$ cat src/rtl/drgb_pkg.sv
// ----------------------------------------------------------------------------
// drgb_pkg
// Types and constants shared by the decimal RGB triple parser and its checker.
// ----------------------------------------------------------------------------
`default_nettype none

package drgb_pkg;

   typedef enum logic [2:0] {
      PH_IDLE   = 3'd0,
      PH_PREFIX = 3'd1,
      PH_LEAD   = 3'd2,
      PH_DIGITS = 3'd3,
      PH_TRAIL  = 3'd4
   } phase_type;

   typedef enum logic [1:0] {
      ST_OK     = 2'd0,
      ST_FORMAT = 2'd1,
      ST_RANGE  = 2'd2,
      ST_COMMA  = 2'd3
   } status_type;

   typedef struct packed {
      logic       start_line;
      logic [7:0] char_in;
   } req_type;

   typedef struct packed {
      status_type  status;
      logic [23:0] color_word;
   } rsp_type;

   localparam logic [7:0] CHAR_NUL     = 8'h00;
   localparam logic [7:0] CHAR_NEWLINE = 8'h0A;
   localparam logic [7:0] CHAR_SPACE   = 8'h20;
   localparam logic [7:0] CHAR_COMMA   = 8'h2C;
   localparam logic [7:0] CHAR_ZERO    = 8'h30;
   localparam logic [7:0] CHAR_NINE    = 8'h39;

   localparam logic [8:0] MAX_COMPONENT = 9'd255;
   localparam logic [8:0] ACC_SATURATED = 9'd256;

   localparam logic [1:0] COMP_RED   = 2'd0;
   localparam logic [1:0] COMP_GREEN = 2'd1;
   localparam logic [1:0] COMP_BLUE  = 2'd2;

endpackage

`default_nettype wire

$ cat src/rtl/decimal_rgb_triple_parser.sv
// Latency: a result is shown on rsp_item the cycle after its closing character
// is accepted. Throughput: one character per cycle; the parse state is updated
// by one short step of logic per character. req_stall rises only while a
// result waits in the output register and rsp_stall holds it.
// Reset (synchronous, active high) returns the parser to idle and empties the
// output register.
// ----------------------------------------------------------------------------
// decimal_rgb_triple_parser
// Parses "XX r, g, b" colour lines one character per item into a packed
// 24-bit colour or an error status.
// ----------------------------------------------------------------------------
`default_nettype none

module decimal_rgb_triple_parser (
   input  wire               clock,
   input  wire               reset,
   input  wire               req_valid,
   output logic              req_stall,
   input  drgb_pkg::req_type req_item,
   output logic              rsp_valid,
   input  wire               rsp_stall,
   output drgb_pkg::rsp_type rsp_item
);

   drgb_pkg::phase_type phase_ff, phase_in;
   logic [1:0]          comp_ff, comp_in;
   logic [8:0]          acc_ff, acc_in;
   logic [7:0]          red_ff, red_in;
   logic [7:0]          green_ff, green_in;
   logic                rsp_valid_ff;
   drgb_pkg::rsp_type   rsp_ff, rsp_in;

   logic        accept;
   logic        emit;
   logic [7:0]  ch;
   logic        is_digit, is_space, is_comma, is_term;
   logic [3:0]  digit_val;
   logic [11:0] acc_wide;
   logic [8:0]  acc_step;
   logic        acc_over;
   logic        finish_emit;

   assign req_stall = rsp_valid_ff & rsp_stall;
   assign accept    = req_valid & ~req_stall;
   assign rsp_valid = rsp_valid_ff;
   assign rsp_item  = rsp_ff;

   assign ch        = req_item.char_in;
   assign is_digit  = (ch >= drgb_pkg::CHAR_ZERO) && (ch <= drgb_pkg::CHAR_NINE);
   assign is_space  = (ch == drgb_pkg::CHAR_SPACE);
   assign is_comma  = (ch == drgb_pkg::CHAR_COMMA);
   assign is_term   = is_comma || (ch == drgb_pkg::CHAR_NEWLINE) ||
                      (ch == drgb_pkg::CHAR_NUL);
   assign digit_val = 4'(ch - drgb_pkg::CHAR_ZERO);

   // acc * 10 + digit, saturated
   assign acc_wide  = {acc_ff, 3'b000} + {2'b00, acc_ff, 1'b0} + {8'd0, digit_val};
   assign acc_step  = (acc_wide > 12'(drgb_pkg::ACC_SATURATED)) ?
                      drgb_pkg::ACC_SATURATED : acc_wide[8:0];

   assign acc_over    = acc_ff > drgb_pkg::MAX_COMPONENT;
   assign finish_emit = acc_over || (comp_ff == drgb_pkg::COMP_BLUE) || !is_comma;

   // next phase
   always_comb begin
      phase_in = phase_ff;
      if (req_item.start_line) begin
         phase_in = drgb_pkg::PH_PREFIX;
      end else begin
         unique case (phase_ff)
            drgb_pkg::PH_PREFIX: phase_in = drgb_pkg::PH_LEAD;
            drgb_pkg::PH_LEAD: begin
               if (is_digit) begin
                  phase_in = drgb_pkg::PH_DIGITS;
               end else if (!is_space) begin
                  phase_in = drgb_pkg::PH_IDLE;
               end
            end
            drgb_pkg::PH_DIGITS: begin
               priority if (is_digit) begin
                  phase_in = drgb_pkg::PH_DIGITS;
               end else if (is_space) begin
                  phase_in = drgb_pkg::PH_TRAIL;
               end else if (is_term && !finish_emit) begin
                  phase_in = drgb_pkg::PH_LEAD;
               end else begin
                  phase_in = drgb_pkg::PH_IDLE;
               end
            end
            drgb_pkg::PH_TRAIL: begin
               priority if (is_space) begin
                  phase_in = drgb_pkg::PH_TRAIL;
               end else if (is_term && !finish_emit) begin
                  phase_in = drgb_pkg::PH_LEAD;
               end else begin
                  phase_in = drgb_pkg::PH_IDLE;
               end
            end
            default: phase_in = drgb_pkg::PH_IDLE;
         endcase
      end
   end

   // data path and result
   always_comb begin
      comp_in           = comp_ff;
      acc_in            = acc_ff;
      red_in            = red_ff;
      green_in          = green_ff;
      emit              = 1'b0;
      rsp_in.status     = drgb_pkg::ST_OK;
      rsp_in.color_word = 24'd0;
      if (req_item.start_line) begin
         comp_in  = drgb_pkg::COMP_RED;
         acc_in   = 9'd0;
         red_in   = 8'd0;
         green_in = 8'd0;
      end else begin
         unique case (phase_ff)
            drgb_pkg::PH_LEAD: begin
               if (is_digit) begin
                  acc_in = {5'd0, digit_val};
               end else if (!is_space) begin
                  emit          = 1'b1;
                  rsp_in.status = drgb_pkg::ST_FORMAT;
               end
            end
            drgb_pkg::PH_DIGITS, drgb_pkg::PH_TRAIL: begin
               priority if (is_digit && phase_ff == drgb_pkg::PH_DIGITS) begin
                  acc_in = acc_step;
               end else if (is_space) begin
                  acc_in = acc_ff;
               end else if (!is_term) begin
                  emit          = 1'b1;
                  rsp_in.status = drgb_pkg::ST_FORMAT;
               end else if (acc_over) begin
                  emit          = 1'b1;
                  rsp_in.status = drgb_pkg::ST_RANGE;
               end else if (comp_ff == drgb_pkg::COMP_BLUE) begin
                  emit              = 1'b1;
                  rsp_in.color_word = {red_ff, green_ff, acc_ff[7:0]};
               end else if (!is_comma) begin
                  emit          = 1'b1;
                  rsp_in.status = drgb_pkg::ST_COMMA;
               end else begin
                  if (comp_ff == drgb_pkg::COMP_RED) begin
                     red_in = acc_ff[7:0];
                  end else begin
                     green_in = acc_ff[7:0];
                  end
                  comp_in = comp_ff + 2'd1;
                  acc_in  = 9'd0;
               end
            end
            default: begin
               acc_in = acc_ff;
            end
         endcase
      end
   end

   always_ff @(posedge clock) begin
      if (reset) begin
         phase_ff     <= drgb_pkg::PH_IDLE;
         comp_ff      <= drgb_pkg::COMP_RED;
         acc_ff       <= 9'd0;
         red_ff       <= 8'd0;
         green_ff     <= 8'd0;
         rsp_valid_ff <= 1'b0;
      end else begin
         if (accept) begin
            phase_ff <= phase_in;
            comp_ff  <= comp_in;
            acc_ff   <= acc_in;
            red_ff   <= red_in;
            green_ff <= green_in;
         end
         if (accept && emit) begin
            rsp_valid_ff <= 1'b1;
         end else if (!rsp_stall) begin
            rsp_valid_ff <= 1'b0;
         end
      end
   end

   always_ff @(posedge clock) begin
      if (accept && emit) begin
         rsp_ff <= rsp_in;
      end
   end

endmodule

`default_nettype wire

$ cat config.mk
export PLATFORM = sky130hd
export DESIGN_NAME = decimal_rgb_triple_parser
export DESIGN_NICKNAME = d
export VERILOG_FILES = /design/src/rtl/drgb_pkg.sv /design/src/rtl/decimal_rgb_triple_parser.sv
export SDC_FILE = /design/constraint.sdc
export NUM_CORES = 1
export LEC_CHECK = 0
export ABC_AREA = 1
export BUFFER_PORTS_ARGS = -buffer_cell sky130_fd_sc_hd__buf_4
export CAP_MARGIN = 40
export CORE_UTILIZATION = 50
export DETAILED_ROUTE_END_ITERATION = 12
export MAX_ROUTING_LAYER = met4
export PLACE_DENSITY = 0.73
export SYNTH_ARGS = -nofsm -noshare
export SYNTH_HDL_FRONTEND = slang
export SYNTH_SLANG_ARGS = --single-unit
$ cat constraint.sdc
create_clock -name clock -period 2.7 [get_ports clock]
set_input_delay 0.81 -clock clock [delete_from_list [all_inputs] [get_ports clock]]
set_output_delay 0.81 -clock clock [all_outputs]
set_load 0.05 [all_outputs]
== Word-level counts from Yosys, hierarchy flattened ==
Cells that the tools add are included.
W data, S select, Z words.
Storage, ports and cells
  register bits after elaboration: 57
  bits of input ports: 13
  word-level logic and storage cells: 134
Cells by class
  add/subtract/negate cells: 4
  order comparisons: 4
  equal/unequal tests: 21
  muxes and demuxes: 67
  bitwise logic cells: 6
  reductions and logical operators: 24
Operator list (number)
  $mux W8: 18
  $mux W9: 9
  $mux W24: 3
  $mux W26: 2
  $mux W2: 13
  $ne A4 B4 Y1 const B: 6
  $pmux W9 S2: 1
  $reduce_and A9 Y1: 2
  $eq A8 B6 Y1 const B: 2
  $reduce_and A8 Y1: 2
  $mux W3: 5
  $mux W1: 13
  $add A12 B10 Y12: 1
  $add A12 B4 Y12: 1
  $gt A12 B9 Y1 const B: 1
  $pmux W3 S4: 1
  $ne A2 B2 Y1 const B: 5
  $gt A9 B8 Y1 const B: 1
  $eq A8 B4 Y1 const B: 1
  $ge A8 B6 Y1 const B: 1
  $le A8 B6 Y1 const B: 1
  $logic_not A8 Y1: 1
  $reduce_bool A2 Y1: 4
  $reduce_or A7 Y1: 1
  19 further kinds: 31

== Logic depth before layout (Yosys ltp) ==
  depth after elaboration: 11
  mapped depth: 18
  depth with buffers taken out: 17

== Worst setup path after synthesis ==
No wires, ideal clock.
  kind: input to register
  start: input req_item[3] in the netlist's numbering
  end: register acc_ff[1]
  arrival time: 2821 ps
  data required time: 2630 ps
  slack: -191 ps
  stages on the path: 14
  cell sequence: inv_1 -> fa_1 -> fa_1 -> inv_1 -> nand3_1 -> nand2_1 -> nand3_1 -> nand3_1 -> nand2_1 -> nor2_2 -> nand4_1 -> nand2_1 -> nand2_1 -> a21oi_1
On the way
  cells in the longest elaborated chain, start to end: 7
  elaborated cells on any way between the ends: 24
RTL lines
  from (decl): line decimal_rgb_triple_parser.sv:19  | input drgb_pkg::req_type req_item,
  $sub A4 B1 Y4: line decimal_rgb_triple_parser.sv:54  | assign digit_val = 4'(ch - drgb_pkg::CHAR_ZERO);
  $add A12 B4 Y12: line decimal_rgb_triple_parser.sv:57  | assign acc_wide = {acc_ff, 3'b000} + {2'b00, acc_ff, 1'b0} + {8'd0, digit_val};
  $gt A12 B9 Y1: line decimal_rgb_triple_parser.sv:58  | assign acc_step = (acc_wide > 12'(drgb_pkg::ACC_SATURATED)) ?
  $mux W9: line decimal_rgb_triple_parser.sv:58
  $mux W9: line decimal_rgb_triple_parser.sv:129  | priority if (is_digit && phase_ff == drgb_pkg::PH_DIGITS) begin
  $pmux W9 S2: line decimal_rgb_triple_parser.sv:119  | unique case (phase_ff)
  $mux W9: line decimal_rgb_triple_parser.sv:113  | if (req_item.start_line) begin
  to (signal assigned): line decimal_rgb_triple_parser.sv:174  | acc_ff <= acc_in;
  to (decl): line decimal_rgb_triple_parser.sv:27  | logic [8:0] acc_ff, acc_in;
Several ways; a longest one is shown, not always the timed one.
A chain may end at the register's enable or synchronous reset.

== Worst setup path after layout ==
  start: input req_item[3] in the netlist's numbering
  end: register acc_ff[5]
Same word-level chain as after synthesis.

==> impl_results.md <==
- Met3 Routed Length: 358 um
- Layout Skew: 0.01016 ns
- Clock Latency Late Sink: 0.34 ns
- Status: completed
- Post-route cell area: 4076 um^2
- Initial antenna violation count: 0
- Hold WS: 0.4598 ns
- CTS Hold Buffers Added: 0
- VDD IR max: 0.3801 mV
- Starting Density: 0.5163
- Critical R2R Launch: acc_ff[0]
- First-pass GRT wire length: 11,870 um
- Startpoint types: input pin
- Critical Path Fanout Max: 5
- Synth cell types: 34
- Gr ovfl total: 0
- WHS Endpoint: red_ff[5]
- Cell row count: 29
- Num CTS Buffers: 9
- Vias: 2,889
- Number of port buffers: 40
- Slew Limit Fails: 0
- Worst Path Arrival: 2.88 ns
- Setup TNS: 0 ns
- Share of the synthesized area in the top cell type: 0.2395
- Hold Crit Depth: 2
- Layout Cells excl Fill: 558
- DRC: 0
- Crit-path max cell delay: 0.61 ns
- Reg2reg end: acc_ff[5]
- WL met1: 3258 um
- Worst R2R Setup Slack: 0.15 ns
- Register area share after synthesis: 0.4299
- Worst slew pin tran: 0.4954 ns
- Core region area: 6314 um^2
- Uppermost layer routed: met4
- Hold_sp: red_ff[5]
- Global Route Usage Sum: 0.2398
- CTS tree: yes
- Largest net degree at the start of global routing: 27
- Most frequent cells in the layout: nand2_1, inv_1, buf_4
- Finish-stage setup viols: 0
- Reg clk slew, reported paths: 0.07 ns
- Gp weighted congestion: 0.9396
- Buf/Inv on CP: 2
- Mapped Cells: 417
- Vias in the first global route: 2,611
- Via density: 5.177
- Met2 Wirelength: 3854 um
- # clock sinks: 57
- Synth area leader: edfxtp_1
- Headroom to the max-slew limit: 0.6694
- Die area: 6846 um^2
- Crit path max-delay cell type: fa_2
- CP Class: in2reg
- Layout net count: 510
- R2r worst-path depth: 12
- Pwr per Cell Area: 504.5 nW/um^2
- Max Fclk: 381.4 MHz
- Antenna cells: 0
- RSZ-0062 raised after global routing: yes
- Routed Antenna Nets: 0
- Net Count, Synth: 451
- Leading cell type in the layout, fill and taps excluded: nand2_1
- Top cells by area, synth: edfxtp_1, dfxtp_1, nand2_1
- Worst setup EP type: register
- Period utilization: 0.9711
- Type of the tightest min-delay check: reg2reg
- Worst EP required: 2.96 ns
- Leakage: 1.830 nW
- Clock buffer depth: 2
- Final wirelength: 7628 um
- Drt wl/cell: 13.67 um
- Die Height: 82.74 um
- DRT Pass-1 Iters: 4
- Final Hold Vio Count: 0
- CTS H-tree lvls: 3
- CP cell instances: buf_8, inv_4, fa_2, fa_2, nand3_2, nor2_1, nand3_1, nor2_1, nand2_1, nand2_2, and2_4, nand4_1, a21oi_1
- Flops & latches, synth: 57
- Fillers: 550
- Syn_area_per_cell: 7.816 um^2
- Initial DRC Count: 142
- Layout overhead on the synthesized area: 25.07%
- Critical path's top delay family: adder cells
- Number of max-cap violations: 0
- Final critical-path required period: 2.622 ns
- Die extent in x: 82.74 um
- Total Power: 2.057 mW
- HPWL Detailed: 5432 um
- Dpl cell area: 3760 um^2
- Root Driver: clkbuf_8
- Layout cells sized above 1: 0.2391
- Post-placement cell count: 540
- Netlist Area Pre-Place: 3259 um^2
- YS warnings: 0
- Io pins: 41
[synthesized netlist by cell type]
cell type  instances
a211oi_1           3
a211oi_2           2
a21oi_1           35
a31oi_1            2
and2_1             1
buf_2              4
buf_6              2
clkbuf_1           3
dfxtp_1           31
edfxtp_1          26
fa_1               2
ha_1              19
inv_1             73
inv_2              3
nand2_1           81
nand2_2            3
nand2_4            1
nand3_1           18
nand3_4            2
nand3b_1           1
nand4_1           11
nand4_4            1
nor2_1            53
nor2_2             1
nor2_4             2
nor3_1             7
nor3_2             1
nor3_4             1
o21ai_0           21
o21ai_1            2
o21bai_1           2
o311ai_0           1
or2_1              1
xnor2_1            1
[metrics by stage]
stage | utilization | worst slack, ns
6_report | 0.6457 | 0.07796
2_1_floorplan | - | 0.007999
3_3_place_gp | 0.5955 | -0.2021
3_5_place_dp | 0.5955 | -0.2599
5_1_grt | 0.6457 | -0.04546
4_1_cts | 0.6314 | 0.08367
[area by class of cell]
class | instances | area (um^2) | share of cell area
repair buffers | 57 | 451.7 | 0.1108
multi-input cells | 275 | 1613 | 0.3956
clock buffers | 9 | 123.9 | 0.03039
clock inverters | 7 | 102.6 | 0.02517
inverters | 76 | 287.8 | 0.07060
well taps | 77 | 96.34 | 0.02363
flip-flops and latches | 57 | 1401 | 0.3438
[where the power goes]
part           switching, mW  total (mW)  internal, mW  leakage [nW]
clock                  0.381       0.910         0.529         0.110
combinational          0.137       0.215        0.0781          1.22
sequential            0.0110       0.932         0.921         0.500
total                  0.529        2.06          1.53          1.83
[layer usage]
metal  up-vias  global-route usage
met4         0             0.08966
met1      1312              0.2953
met2        89              0.3828
met3        13             0.05385
met5         -                   -
li1       1475                   -
[how the worst max path moves through the flow]
stage | cells past startpoint | startpoint | endpoint
6_report | 13 | req_item[3] | acc_ff[5]
5_1_grt | 15 | req_item[3] | acc_ff[3]
4_1_cts | 15 | req_item[3] | acc_ff[1]
3_5_place_dp | 16 | req_item[3] | acc_ff[6]
3_3_place_gp | 15 | req_item[3] | acc_ff[2]
2_1_floorplan | 12 | req_item[3] | acc_ff[4]
[kinds of logic (layout without fill, tap and decap cells)]
family | after synthesis | after routing | synth area share
buffers and inverters | 85 | 149 | 0.1040
adders and majority gates | 21 | 21 | 0.08522
and+or+nand+nor | 185 | 185 | 0.2633
xor gates and xnor gates | 1 | 1 | 0.002688
DFF | 57 | 57 | 0.4299
AOI/OAI and AO/OA | 68 | 68 | 0.1148
[tightest hold or removal path: cells and delay by family, from the launching register on]
kind	cells	cell delay [ns]
DFF	1	0.30
AOI/OAI and AO/OA	1	0.06
buffers and inverters	1	0.06
[flip-flops by register name, indices dropped and copies added, names as in the netlist]
signal	flops
acc_ff	9
comp_ff	2
green_ff	8
phase_ff	3
red_ff	8
rsp_item	26
rsp_valid	1
[timing repair]
action	in CTS	in global routing
gates resized for setup	0	24
buffers inserted	0	2
setup endpoints to repair	0	9
No activity file was read; power rests on OpenSTA's default activity.
